File: src/design/nfbsa_pkg.sv
// Package for the next-fit bitmap slot allocator.
// Holds the sequencer state type, field widths and mode codes.
// No dependencies.
package nfbsa_pkg;

    localparam int IDX_W   = 10;  // slot index width
    localparam int CNT_W   = 11;  // used-slot count width
    localparam int TDATA_W = 16;  // stream data width, whole bytes

    localparam logic MODE_ALLOC   = 1'b0;
    localparam logic MODE_RELEASE = 1'b1;

    typedef enum logic [2:0] {
        ST_CLEAR,
        ST_IDLE,
        ST_DIV,
        ST_SCAN,
        ST_REL,
        ST_OUT
    } nfbsa_state_t;

endpackage

File: src/design/nfbsa_ram.sv
// Generic simple dual-port RAM: one write port, one registered read port.
// No dependencies.
module nfbsa_ram #(
    parameter int WIDTH = 32,
    parameter int DEPTH = 32
) (
    input  logic                                     aclk,
    input  logic                                     we,
    input  logic [(DEPTH > 1 ? $clog2(DEPTH) : 1)-1:0] waddr,
    input  logic [WIDTH-1:0]                         wdata,
    input  logic [(DEPTH > 1 ? $clog2(DEPTH) : 1)-1:0] raddr,
    output logic [WIDTH-1:0]                         rdata
);

    logic [WIDTH-1:0] mem [DEPTH];

    always_ff @(posedge aclk) begin
        if (we) begin
            mem[waddr] <= wdata;
        end
        rdata <= mem[raddr];
    end

endmodule

File: src/design/next_fit_bitmap_slot_allocator.sv
// Next-fit bitmap slot allocator, top level.
// Uses nfbsa_pkg (state type, widths, mode codes) and nfbsa_ram (bitmap rows).
//
// The pool of min(SLOTS_PER_ROW * ROW_COUNT, 1024) slots is held as a bitmap
// in a RAM of ROW_COUNT rows, SLOTS_PER_ROW bits each (1 = used). An allocate
// item moves the cursor one slot forward, with wrap, then scans forward for
// the first free slot, marks it used and returns its index; the first grant
// after reset is slot 1. When the pool is full the item returns index 0 with
// success 0 and nothing changes. A release item clears the bit of the given
// slot and echoes the index; releasing a free slot or an index past the pool
// returns success 0 and changes nothing. Every item gives exactly one result.
// Timing: the block works on one item at a time; s_tready is high only while
// it waits for an item. An allocate is accepted, then visits bitmap rows in
// the scan (one RAM read and one find-first-free per row, at most
// ROW_COUNT + 1 rows), and then presents its result. A release splits the
// index into row and bit with a constant reciprocal multiply at accept and a
// subtract in the next cycle, then does a read-check of the bit. A full-pool
// allocate or out-of-pool release goes straight to its result. Each result
// is held until m_tready takes it.
// After reset a clearing pass writes zero into every bitmap row, during
// which no item is accepted.
module next_fit_bitmap_slot_allocator #(
    parameter int SLOTS_PER_ROW = 32,
    parameter int ROW_COUNT     = 32
) (
    input  logic                          aclk,
    input  logic                          aresetn,
    // s_tdata: [0] mode, [10:1] slot_index, rest zero
    input  logic                          s_tvalid,
    output logic                          s_tready,
    input  logic [nfbsa_pkg::TDATA_W-1:0] s_tdata,
    // m_tdata: [9:0] granted_index, [10] success, rest zero
    output logic                          m_tvalid,
    input  logic                          m_tready,
    output logic [nfbsa_pkg::TDATA_W-1:0] m_tdata
);

    localparam int IDX_W    = nfbsa_pkg::IDX_W;
    localparam int CNT_W    = nfbsa_pkg::CNT_W;
    localparam int RAW      = SLOTS_PER_ROW * ROW_COUNT;
    localparam int POOL     = (RAW > 1024) ? 1024 : RAW;
    localparam int LAST_ROW = (POOL - 1) / SLOTS_PER_ROW;
    localparam int BW       = $clog2(SLOTS_PER_ROW);
    localparam int RW       = (ROW_COUNT > 1) ? $clog2(ROW_COUNT) : 1;
    localparam int PAD_W    = nfbsa_pkg::TDATA_W - IDX_W - 1;
    // row = (index * RECIP) >> DIV_SH, exact for every 10-bit index
    localparam int DIV_SH   = IDX_W + BW;
    localparam int RECIP    = ((1 << DIV_SH) + SLOTS_PER_ROW - 1) / SLOTS_PER_ROW;

    // ---- state -------------------------------------------------------------
    nfbsa_pkg::nfbsa_state_t state_reg, state_next;

    // cursor: row, bit within row, linear index, linear index of row's bit 0
    logic [RW-1:0]    cur_row_reg,  cur_row_next;
    logic [BW-1:0]    cur_bit_reg,  cur_bit_next;
    logic [IDX_W-1:0] cur_idx_reg,  cur_idx_next;
    logic [CNT_W-1:0] cur_base_reg, cur_base_next;
    logic [CNT_W-1:0] used_count_reg, used_count_next;

    // working row/bit: scan position, release target, clear pass counter
    logic [RW-1:0]    work_row_reg,  work_row_next;
    logic [BW-1:0]    work_bit_reg,  work_bit_next;
    logic [CNT_W-1:0] work_base_reg, work_base_next;

    // release index held while its bit position is worked out
    logic [IDX_W-1:0] div_num_reg, div_num_next;

    // result
    logic [IDX_W-1:0] res_index_reg, res_index_next;
    logic             res_ok_reg,    res_ok_next;

    // bitmap RAM
    logic                     ram_we;
    logic [RW-1:0]            ram_waddr;
    logic [SLOTS_PER_ROW-1:0] ram_wdata;
    logic [SLOTS_PER_ROW-1:0] ram_rdata;

    nfbsa_ram #(
        .WIDTH (SLOTS_PER_ROW),
        .DEPTH (ROW_COUNT)
    ) u_bitmap (
        .aclk  (aclk),
        .we    (ram_we),
        .waddr (ram_waddr),
        .wdata (ram_wdata),
        .raddr (work_row_next),
        .rdata (ram_rdata)
    );

    // ---- input fields ------------------------------------------------------
    logic             in_mode;
    logic [IDX_W-1:0] in_slot;
    assign in_mode = s_tdata[0];
    assign in_slot = s_tdata[IDX_W:1];

    // ---- find first free bit in the row being scanned ----------------------
    logic [SLOTS_PER_ROW-1:0] free_vec;
    logic                     found;
    logic [BW-1:0]            found_bit;
    logic [SLOTS_PER_ROW-1:0] found_mask;
    logic [CNT_W-1:0]         grant_idx;

    always_comb begin
        for (int i = 0; i < SLOTS_PER_ROW; i++) begin
            free_vec[i] = !ram_rdata[i]
                          && (BW'(i) >= work_bit_reg)
                          && ((work_base_reg + CNT_W'(i)) < CNT_W'(POOL));
        end
        found     = 1'b0;
        found_bit = '0;
        // walk from the top so the lowest free bit wins
        for (int i = SLOTS_PER_ROW - 1; i >= 0; i--) begin
            if (free_vec[i]) begin
                found     = 1'b1;
                found_bit = BW'(i);
            end
        end
    end

    assign found_mask = SLOTS_PER_ROW'(1) << found_bit;
    assign grant_idx  = work_base_reg + CNT_W'(found_bit);

    // mask of the release target bit
    logic [SLOTS_PER_ROW-1:0] rel_mask;
    logic                     rel_hit;
    assign rel_mask = SLOTS_PER_ROW'(1) << work_bit_reg;
    assign rel_hit  = |(ram_rdata & rel_mask);

    // ---- release index split: row by reciprocal multiply, bit by subtract --
    logic [31:0]      rel_prod;
    logic [IDX_W-1:0] rel_row;
    logic [IDX_W-1:0] rel_rem;

    assign rel_prod = 32'(in_slot) * 32'(RECIP);
    assign rel_row  = rel_prod[DIV_SH +: IDX_W];
    assign rel_rem  = div_num_reg - IDX_W'(work_row_reg) * IDX_W'(SLOTS_PER_ROW);

    // ---- sequencer ---------------------------------------------------------
    always_comb begin
        state_next      = state_reg;
        cur_row_next    = cur_row_reg;
        cur_bit_next    = cur_bit_reg;
        cur_idx_next    = cur_idx_reg;
        cur_base_next   = cur_base_reg;
        used_count_next = used_count_reg;
        work_row_next   = work_row_reg;
        work_bit_next   = work_bit_reg;
        work_base_next  = work_base_reg;
        div_num_next    = div_num_reg;
        res_index_next  = res_index_reg;
        res_ok_next     = res_ok_reg;
        ram_we          = 1'b0;
        ram_waddr       = work_row_reg;
        ram_wdata       = '0;

        unique case (state_reg)
            nfbsa_pkg::ST_CLEAR: begin
                // zero one row per cycle
                ram_we = 1'b1;
                if (work_row_reg == RW'(ROW_COUNT - 1)) begin
                    work_row_next = '0;
                    state_next    = nfbsa_pkg::ST_IDLE;
                end else begin
                    work_row_next = work_row_reg + RW'(1);
                end
            end

            nfbsa_pkg::ST_IDLE: begin
                if (s_tvalid) begin
                    if (in_mode == nfbsa_pkg::MODE_ALLOC) begin
                        if (used_count_reg == CNT_W'(POOL)) begin
                            // pool full: no search
                            res_index_next = '0;
                            res_ok_next    = 1'b0;
                            state_next     = nfbsa_pkg::ST_OUT;
                        end else begin
                            // advance cursor by one, start scanning there
                            if (cur_idx_reg == IDX_W'(POOL - 1)) begin
                                work_row_next  = '0;
                                work_bit_next  = '0;
                                work_base_next = '0;
                            end else if (cur_bit_reg == BW'(SLOTS_PER_ROW - 1)) begin
                                work_row_next  = cur_row_reg + RW'(1);
                                work_bit_next  = '0;
                                work_base_next = cur_base_reg + CNT_W'(SLOTS_PER_ROW);
                            end else begin
                                work_row_next  = cur_row_reg;
                                work_bit_next  = cur_bit_reg + BW'(1);
                                work_base_next = cur_base_reg;
                            end
                            state_next = nfbsa_pkg::ST_SCAN;
                        end
                    end else begin
                        res_index_next = in_slot;
                        if ({1'b0, in_slot} >= CNT_W'(POOL)) begin
                            res_ok_next = 1'b0;
                            state_next  = nfbsa_pkg::ST_OUT;
                        end else begin
                            // start the row read now, find the bit next cycle
                            div_num_next  = in_slot;
                            work_row_next = rel_row[RW-1:0];
                            state_next    = nfbsa_pkg::ST_DIV;
                        end
                    end
                end
            end

            nfbsa_pkg::ST_DIV: begin
                // bit within the row: index minus the row's first slot
                work_bit_next = rel_rem[BW-1:0];
                state_next    = nfbsa_pkg::ST_REL;
            end

            nfbsa_pkg::ST_SCAN: begin
                if (found) begin
                    // mark used, move cursor onto the grant
                    ram_we          = 1'b1;
                    ram_wdata       = ram_rdata | found_mask;
                    cur_row_next    = work_row_reg;
                    cur_bit_next    = found_bit;
                    cur_idx_next    = grant_idx[IDX_W-1:0];
                    cur_base_next   = work_base_reg;
                    used_count_next = used_count_reg + CNT_W'(1);
                    res_index_next  = grant_idx[IDX_W-1:0];
                    res_ok_next     = 1'b1;
                    state_next      = nfbsa_pkg::ST_OUT;
                end else if (work_row_reg == RW'(LAST_ROW)) begin
                    // wrap to the first row
                    work_row_next  = '0;
                    work_bit_next  = '0;
                    work_base_next = '0;
                end else begin
                    work_row_next  = work_row_reg + RW'(1);
                    work_bit_next  = '0;
                    work_base_next = work_base_reg + CNT_W'(SLOTS_PER_ROW);
                end
            end

            nfbsa_pkg::ST_REL: begin
                if (rel_hit) begin
                    ram_we          = 1'b1;
                    ram_wdata       = ram_rdata & ~rel_mask;
                    used_count_next = used_count_reg - CNT_W'(1);
                end
                res_ok_next = rel_hit;
                state_next  = nfbsa_pkg::ST_OUT;
            end

            nfbsa_pkg::ST_OUT: begin
                if (m_tready) begin
                    state_next = nfbsa_pkg::ST_IDLE;
                end
            end

            default: begin
                state_next = nfbsa_pkg::ST_IDLE;
            end
        endcase
    end

    always_ff @(posedge aclk) begin
        if (!aresetn) begin
            state_reg      <= nfbsa_pkg::ST_CLEAR;
            cur_row_reg    <= '0;
            cur_bit_reg    <= '0;
            cur_idx_reg    <= '0;
            cur_base_reg   <= '0;
            used_count_reg <= '0;
            work_row_reg   <= '0;
        end else begin
            state_reg      <= state_next;
            cur_row_reg    <= cur_row_next;
            cur_bit_reg    <= cur_bit_next;
            cur_idx_reg    <= cur_idx_next;
            cur_base_reg   <= cur_base_next;
            used_count_reg <= used_count_next;
            work_row_reg   <= work_row_next;
        end
    end

    // payload registers, no reset
    always_ff @(posedge aclk) begin
        work_bit_reg  <= work_bit_next;
        work_base_reg <= work_base_next;
        div_num_reg   <= div_num_next;
        res_index_reg <= res_index_next;
        res_ok_reg    <= res_ok_next;
    end

    // ---- ports -------------------------------------------------------------
    assign s_tready = (state_reg == nfbsa_pkg::ST_IDLE);
    assign m_tvalid = (state_reg == nfbsa_pkg::ST_OUT);
    assign m_tdata  = {PAD_W'(0), res_ok_reg, res_index_reg};

    // ---- assertions --------------------------------------------------------
    a_one_item: assert property (@(posedge aclk) disable iff (!aresetn)
        !(s_tready && m_tvalid))
        else $error("input accepted while a result is pending");

    a_count_bound: assert property (@(posedge aclk) disable iff (!aresetn)
        used_count_reg <= CNT_W'(POOL))
        else $error("used count exceeds pool size");

    a_cursor_bound: assert property (@(posedge aclk) disable iff (!aresetn)
        {1'b0, cur_idx_reg} < CNT_W'(POOL))
        else $error("cursor outside the pool");

    a_count_source: assert property (@(posedge aclk) disable iff (!aresetn)
        (used_count_reg != $past(used_count_reg))
        |-> ($past(state_reg) == nfbsa_pkg::ST_SCAN
             || $past(state_reg) == nfbsa_pkg::ST_REL))
        else $error("used count changed outside allocate or release");

    a_grant_ok: assert property (@(posedge aclk) disable iff (!aresetn)
        (state_reg == nfbsa_pkg::ST_SCAN && found) |=> (m_tvalid && res_ok_reg))
        else $error("found slot not reported as a grant");

endmodule
File: config.mk
export PLATFORM = sky130hd
export DESIGN_NAME = next_fit_bitmap_slot_allocator
export DESIGN_NICKNAME = d
export VERILOG_FILES = /design/src/design/nfbsa_pkg.sv /design/src/design/nfbsa_ram.sv /design/src/design/next_fit_bitmap_slot_allocator.sv
export SDC_FILE = /design/constraint.sdc
export NUM_CORES = 2
export LEC_CHECK = 0
export ABC_AREA = 1
export BUFFER_PORTS_ARGS = -buffer_cell sky130_fd_sc_hd__buf_2
export CORE_ASPECT_RATIO = 0.9
export CORE_MARGIN = 3
export CORE_UTILIZATION = 40
export CTS_CLUSTER_SIZE = 40
export DETAILED_ROUTE_END_ITERATION = 8
export PLACE_DENSITY_LB_ADDON = 0.12
export SYNTH_ARGS = -nofsm -noshare
export SYNTH_HDL_FRONTEND = slang
export SYNTH_SLANG_ARGS = --single-unit
File: constraint.sdc
create_clock -name aclk -period 4.7 [get_ports aclk]
set_input_delay 0.235 -clock aclk [delete_from_list [all_inputs] [get_ports aclk]]
set_output_delay 0.235 -clock aclk [all_outputs]
set_load 0.05 [all_outputs]
* Word-level counts from Yosys, hierarchy flattened *
Memories as Yosys holds them, arrays and structs flattened. A register that Yosys moved wholly into a read port is not among the register bits.
Index checks and enable logic that the tools add are counted.

storage, ports and cells
  logic and storage cells = 367
  memories = 1
  flip-flop bits (word level) = 82
  input port bits = 20
  output and inout port bits = 18
  memory bits (writable) = 1024

memories
  memory        depth  bits a word  read ports  clocked after memory_dff  write ports  RTL line         RTL
  u_bitmap.mem  32     32           1           1                         1            nfbsa_ram.sv:15  logic [WIDTH-1:0] mem [DEPTH];

operators by class
  eq/ne operators = 19
  shift-type cells = 2
  $add $sub $neg = 40
  bitwise operators = 4
  magnitude comparators = 64
  reductions and logical operators = 110
  multiplexer cells = 115

operators by type and width
  kind                                                               count
  < comparator 11 bit (second input constant)                        32
  2-to-1 mux 5 bit                                                   45
  adder 11 x 5 -> 11 bit (second input constant)                     16
  2-to-1 mux 11 bit                                                  9
  adder 11 x 4 -> 11 bit (second input constant)                     8
  greater-or-equal comparator 5 bit (first input constant)           16
  bitwise AND 32 bit                                                 2
  logical AND 1 bit                                                  64
  2-to-1 mux 32 bit                                                  2
  case mux 32 bit (2 select lines)                                   1
  left shift 1 x 5 -> 32 bit (first input constant)                  2
  adder 11 x 3 -> 11 bit (second input constant)                     4
  case mux 11 bit (2 select lines)                                   2
  greater-or-equal comparator 4 x 5 -> 1 bit (first input constant)  8
  2-to-1 mux 1 bit                                                   40
  2-to-1 mux 10 bit                                                  4
  zero test 1 bit                                                    32
  inverter 32 bit                                                    1
  OR 32 bit                                                          1
  OR reduction 32 bit                                                1
  case mux 5 bit (3 select lines)                                    2
  adder 11 x 1 -> 11 bit (second input constant)                     2
  adder 11 x 2 -> 11 bit (second input constant)                     2
  adder 11 x 6 -> 11 bit (second input constant)                     2
  other kinds (27)                                                   56

* Longest topological paths before layout *
  word-level depth = 39
  mapped depth = 48
  depth with buffers taken out = 47

* Cells and area by module *
From an unflattened synthesis, not the netlist that was laid out.

second synthesis, totals
  cell total of the unflattened synthesis = 4627
  area total of the unflattened synthesis = 49403.6 sq um

modules (own cells, without submodules)
  module                          instances  seq. area each (sq um)  area an instance (sq um)  cells an instance
  nfbsa_ram                       1          31390.1                 42405.7                   3536
  next_fit_bitmap_slot_allocator  1          1961.9                  6998.0                    1091

* Least setup slack after synthesis *
No wires, ideal clock.

  path kind = register -> register
  from = register work_base_reg[2]
  to = memory u_bitmap.mem[0][20], data pin
  stages on the path, launching flop included = 41
  data required time = 4.246 ns
  arrival time = 4.279 ns
  library setup time = 0.454 ns
  setup slack = -0.033 ns
  buffers on the path = 1
  clock period less this slack = 4.733 ns
  path through = edfxtp_1 > buf_2 > nor2_1 > nand2_1 > nand3_1 > nand2_1 > nor2_1 > nor2_1 > nand2_1 > nand2_1 > nand2_1 > nand2_1 > nand2_1 > nand2_1 > nand2_1 > nand2_1 > nand2_1 > nand2_1 > (+5 left out) > nand2_1 > nand2_1 > nand2_1 > nand2_1 > nand2_1 > nand2_1 > nand2_1 > nand2_1 > nand2_1 > nand2_1 > nand2_1 > nand2_1 > nand2_1 > nand2_1 > nand2_1 > nand2_1 > nand4_1 > o21ai_0

between the ends
  word-level cells in the longest chain between the ends = 39
  elaborated cells on any way between the ends = 163
  classes of those cells = add/sub (31); order compare (32); shift (1); mux (66); bitwise (1); reduce/logical (32)

ends and longest elaborated chain
  item                                  RTL line                               RTL
  start: declaration                    next_fit_bitmap_slot_allocator.sv:63   logic [CNT_W-1:0] work_base_reg, work_base_next;
  start signal: assignment              next_fit_bitmap_slot_allocator.sv:284  work_base_reg <= work_base_next;
  adder 11 x 5 -> 11 bit                next_fit_bitmap_slot_allocator.sv:107  && ((work_base_reg + CNT_W'(i)) < CNT_W'(POOL));
  < comparator 11 bit                   next_fit_bitmap_slot_allocator.sv:107
  logical AND 1 bit                     next_fit_bitmap_slot_allocator.sv:107
  2-to-1 mux 5 bit (32 in series)       next_fit_bitmap_slot_allocator.sv:113  if (free_vec[i]) begin
  left shift 1 x 5 -> 32 bit            next_fit_bitmap_slot_allocator.sv:120  assign found_mask = SLOTS_PER_ROW'(1) << found_bit;
  OR 32 bit                             next_fit_bitmap_slot_allocator.sv:218  ram_wdata = ram_rdata | found_mask;
  2-to-1 mux 32 bit (*)                 next_fit_bitmap_slot_allocator.sv:215  if (found) begin
  case mux 32 bit (2 select lines) (*)  next_fit_bitmap_slot_allocator.sv:156  unique case (state_reg)
  net ram_wdata[20]                     next_fit_bitmap_slot_allocator.sv:75   logic [SLOTS_PER_ROW-1:0] ram_wdata;
  end: declaration                      nfbsa_ram.sv:15

The timed path passes the listed nets; every way through them passes the cells marked *.

* Final worst setup path *
  from = register work_base_reg[8]
  to = register u_bitmap.rdata[29], read port of u_bitmap.mem

between the ends
  word-level cells in the longest chain between the ends = 37
  elaborated cells on any way between the ends = 129
  classes of those cells = add/sub (31); order compare (32); mux (34); reduce/logical (32)

ends and longest elaborated chain
  item                                 RTL line                               RTL
  adder 11 x 5 -> 11 bit               next_fit_bitmap_slot_allocator.sv:107
  < comparator 11 bit                  next_fit_bitmap_slot_allocator.sv:107
  logical AND 1 bit                    next_fit_bitmap_slot_allocator.sv:107
  2-to-1 mux 1 bit (31 in series)      next_fit_bitmap_slot_allocator.sv:113
  2-to-1 mux 1 bit (*)                 next_fit_bitmap_slot_allocator.sv:113
  2-to-1 mux 5 bit (*)                 next_fit_bitmap_slot_allocator.sv:215
  case mux 5 bit (3 select lines) (*)  next_fit_bitmap_slot_allocator.sv:156
  end: declaration                     nfbsa_ram.sv:12                        output logic [WIDTH-1:0] rdata

Mark *: on every way between the ends. The rest lies on a longest branch, timed or not.
A chain may end at the register's enable or synchronous reset.

==> impl_metrics.json <==
{
  "outcome": "complete, no violations",
  "route.detailed.wl_per_inst_um": 25.98,
  "flip_flop_count_of_the_largest_register_after_layout": 1024,
  "cellPowerDensity_nw_per_um2": 783.8,
  "timing.critical_path.slowest_cell_delay_ns": 0.37,
  "grt_max_degree": 70,
  "drcViolationCount": 0,
  "fp.dieW_um": 373.2,
  "die_footprint_um2": 125600,
  "synthFlopType": "edfxtp_1",
  "worstPathArrival_ns": 5.08,
  "grt_first_pass_wirelength_um": 224400,
  "post-route-worst-setup-slack_ns": 0.2008,
  "post_synth_instance_area_um2": 48550,
  "ant_nets": 0,
  "async_reset_ff_frac": 0,
  "totalWireLength_um": 156200,
  "layout_net_count": 4369,
  "via_count": 33980,
  "critical_path_slowest_stage_cell": "edfxtp_1",
  "relSlewSlack": 0.4296,
  "final-max-slew-violation-count": 0,
  "htree_num_levels": 3,
  "avg_inst_size_synth_um2": 12.18,
  "clock_tree_from_tritoncts": "done",
  "detailedRoute.firstPassIterationCount": 5,
  "design.core.area_um2": 119700,
  "fmax_mhz": 222.3,
  "cp_data_required_time_ns": 5.28,
  "die_height_um": 336.5,
  "clock_latency_reported_for_the_late_side_of_the_worst_skew_pair_ns": 0.75,
  "grt_pass1_vias": 32090,
  "top_register": "u_bitmap.mem",
  "largest_registers_ranked_by_flip_flop_count": "u_bitmap.mem x1024, u_bitmap.rdata x32",
  "hold_slack_ns": 0.06156,
  "synth-edff-count": 1056,
  "critical_path.max_fanout": 45,
  "postSynthCellCount": 3987,
  "vias_per_cell": 5.651,
  "yosys_warnings": 0,
  "sum_neg_setup_slack_ns": 0,
  "finish.utilization": 0.4919,
  "power.ir.vdd_worst_mv": 0.4232,
  "fillCellCount": 10610,
  "routabilityCongestion": 0.9908,
  "clock_buffer_depth": 3,
  "cts_num_sinks": 1138,
  "gr-total-overflow": 0,
  "critPathMostFrequentCell": "nand2_2",
  "worst_tran_pin_value_ns": 0.8478,
  "yosys-top-cells-area": "edfxtp_1 65%, nor2_1 5.2%, o211ai_1 4.0%",
  "final-hold-violation-count": 0,
  "finClkSkew_ns": 0.02691,
  "start_util": 0.4057,
  "criticalPathCategory": "reg2reg",
  "max_cap_violations": 0,
  "post-route-min-period_ns": 4.499,
  "synth.top_cell.area_share": 0.6532,
  "post_route_fraction_of_the_period_consumed_by_the_critical_path": 0.9573,
  "port-buffer-count": 27,
  "yosys.cell_types.count": 59,
  "crit_path_start_kind": "flip-flop",
  "hold_path.class": "in2reg",
  "fraction_of_layout_cells_with_a_size_suffix_above_1": 0.2261,
  "synth_sequential_area_ratio": 0.6870,
  "critPathCaptureType": "flip-flop",
  "detail_route.iter0.violations": 3464,
  "synth.ff_latch_count": 1138,
  "synthDominantAreaCellType": "edfxtp_1",
  "flow.area_growth_from_synthesis_pct": 21.26,
  "worst_setup_hold_path_clk_slew_ns": 0.06,
  "fp-row-count": 120,
  "cts_inserted_buffers": 118,
  "root_buffer": "clkbuf_16",
  "hpwl_um": 93660,
  "static-leakage-power_uw": 0.02042,
  "rsz_0062_raised_after_global_routing": "yes",
  "antenna_found_initial": 0,
  "groute.usage.overall": 0.2430,
  "io_pins": 38,
  "worst_slack_placed_ns": 0.05329,
  "final-setup-viol-count": 0
}
## layer usage
| metal | routed length [µm] | track usage |
|---|---|---|
| met4 | 4047 | 0.06515 |
| met5 | 0 | 0 |
| met2 | 70490 | 0.3778 |
| met1 | 72450 | 0.3571 |
| met3 | 9225 | 0.03701 |
## worst paths after layout
| path | slack [ns] | from | to | cells past startpoint |
|---|---|---|---|---|
| worst max-delay path | 0.20 | work_base_reg[8] | u_bitmap.rdata[29] | 32 |
| worst min register to register | 0.47 | cur_bit_reg[4] | cur_bit_reg[4] | 2 |
| worst min-delay path | 0.06 | s_tdata[7] | res_index_reg[6] | 3 |
| worst max register to register | 0.20 | work_base_reg[8] | u_bitmap.rdata[29] | 32 |
## cell usage in the layout, fill, tap and decap left out, types with 8 or more instances in the layout
master / Yosys / routed
a21oi_1: 124 / 117
a31oi_1: 38 / 36
a32oi_1: 36 / 36
buf_12: 0 / 120
buf_2: 86 / 27
buf_4: 20 / 310
bufinv_16: 0 / 12
clkbuf_1: 118 / 20
clkbuf_16: 0 / 122
clkinv_1: 4 / 35
clkinv_2: 0 / 26
dfxtp_1: 82 / 82
dlygate4sd3_1: 0 / 8
edfxtp_1: 1056 / 1056
ha_1: 23 / 23
inv_1: 159 / 154
inv_2: 9 / 12
nand2_1: 410 / 398
nand2_2: 8 / 17
nand3_1: 162 / 159
nand4_1: 23 / 23
nor2_1: 673 / 624
nor2_2: 4 / 17
nor2_4: 3 / 39
nor3_1: 20 / 19
o211ai_1: 257 / 257
o21ai_0: 88 / 72
o21ai_2: 1 / 13
o22ai_1: 14 / 11
o311ai_0: 67 / 58
o311ai_1: 154 / 162
or2_2: 221 / 221
xor2_1: 15 / 15
## worst max-delay path: cells and delay by family (launching register included)
kind / cells / cell delay [ns]
AO/OA/AOI/OAI: 4 / 0.55
buffers and inverters: 10 / 1.13
flip-flops: 1 / 0.37
AND/OR/NAND/NOR: 18 / 2.23
## cells in the mapped netlist (36+ instances only)
| library cell | count |
|---|---|
| edfxtp_1 | 1056 |
| clkbuf_1 | 118 |
| nand3_1 | 162 |
| buf_2 | 86 |
| a32oi_1 | 36 |
| inv_1 | 159 |
| or2_2 | 221 |
| a21oi_1 | 124 |
| o311ai_0 | 67 |
| nand2_1 | 410 |
| a31oi_1 | 38 |
| o21ai_0 | 88 |
| nor2_1 | 673 |
| dfxtp_1 | 82 |
| o211ai_1 | 257 |
| o311ai_1 | 154 |
## layout make-up
type / count / area [µm²] / share of cell area
diodes: 1 / 2.502 / 0.00004251
clock buffers: 147 / 3174 / 0.05392
clock inverters: 76 / 709.4 / 0.01205
inverters: 174 / 689.4 / 0.01171
multi-input cells: 2416 / 13820 / 0.2348
flip-flops and latches: 1138 / 33350 / 0.5666
well taps: 1586 / 1984 / 0.03371
repair buffers: 476 / 5132 / 0.08719
## metrics by stage
step / total power (µW) / cells / instance area (µm²)
floorplan: 25850 / 3991 / 48560
global placement: 36050 / 5757 / 54330
detailed placement: 36080 / 5757 / 54330
CTS: 45560 / 5987 / 58290
global route: 48720 / 6013 / 58860
finish: 46140 / 6014 / 58870
## report_power, final
group,switching [µW],internal (µW),total (µW)
logic,14400,9430,23900
clock network,4000,5430,9430
registers,492,12400,12800
total,18900,27200,46100
## timing repair
item	CTS	global route
setup endpoints to repair	0	721
setup buffers	0	23
hold buffers	7	1
endpoints found under the hold margin	12	1
resized for setup	0	84
## cells by family after synthesis
kind of cell | count (synthesis) | share of synthesized area
and+or+nand+nor | 1543 | 0.1393
buffers and inverters | 437 | 0.04021
DFF | 1138 | 0.6870
xor gates and xnor gates | 20 | 0.003608
adders and majority gates | 25 | 0.006753
AOI/OAI and AO/OA | 822 | 0.1228
other | 1 | 0.00007725
muxes | 1 | 0.0002062
No activity file was read; power rests on OpenSTA's default activity.
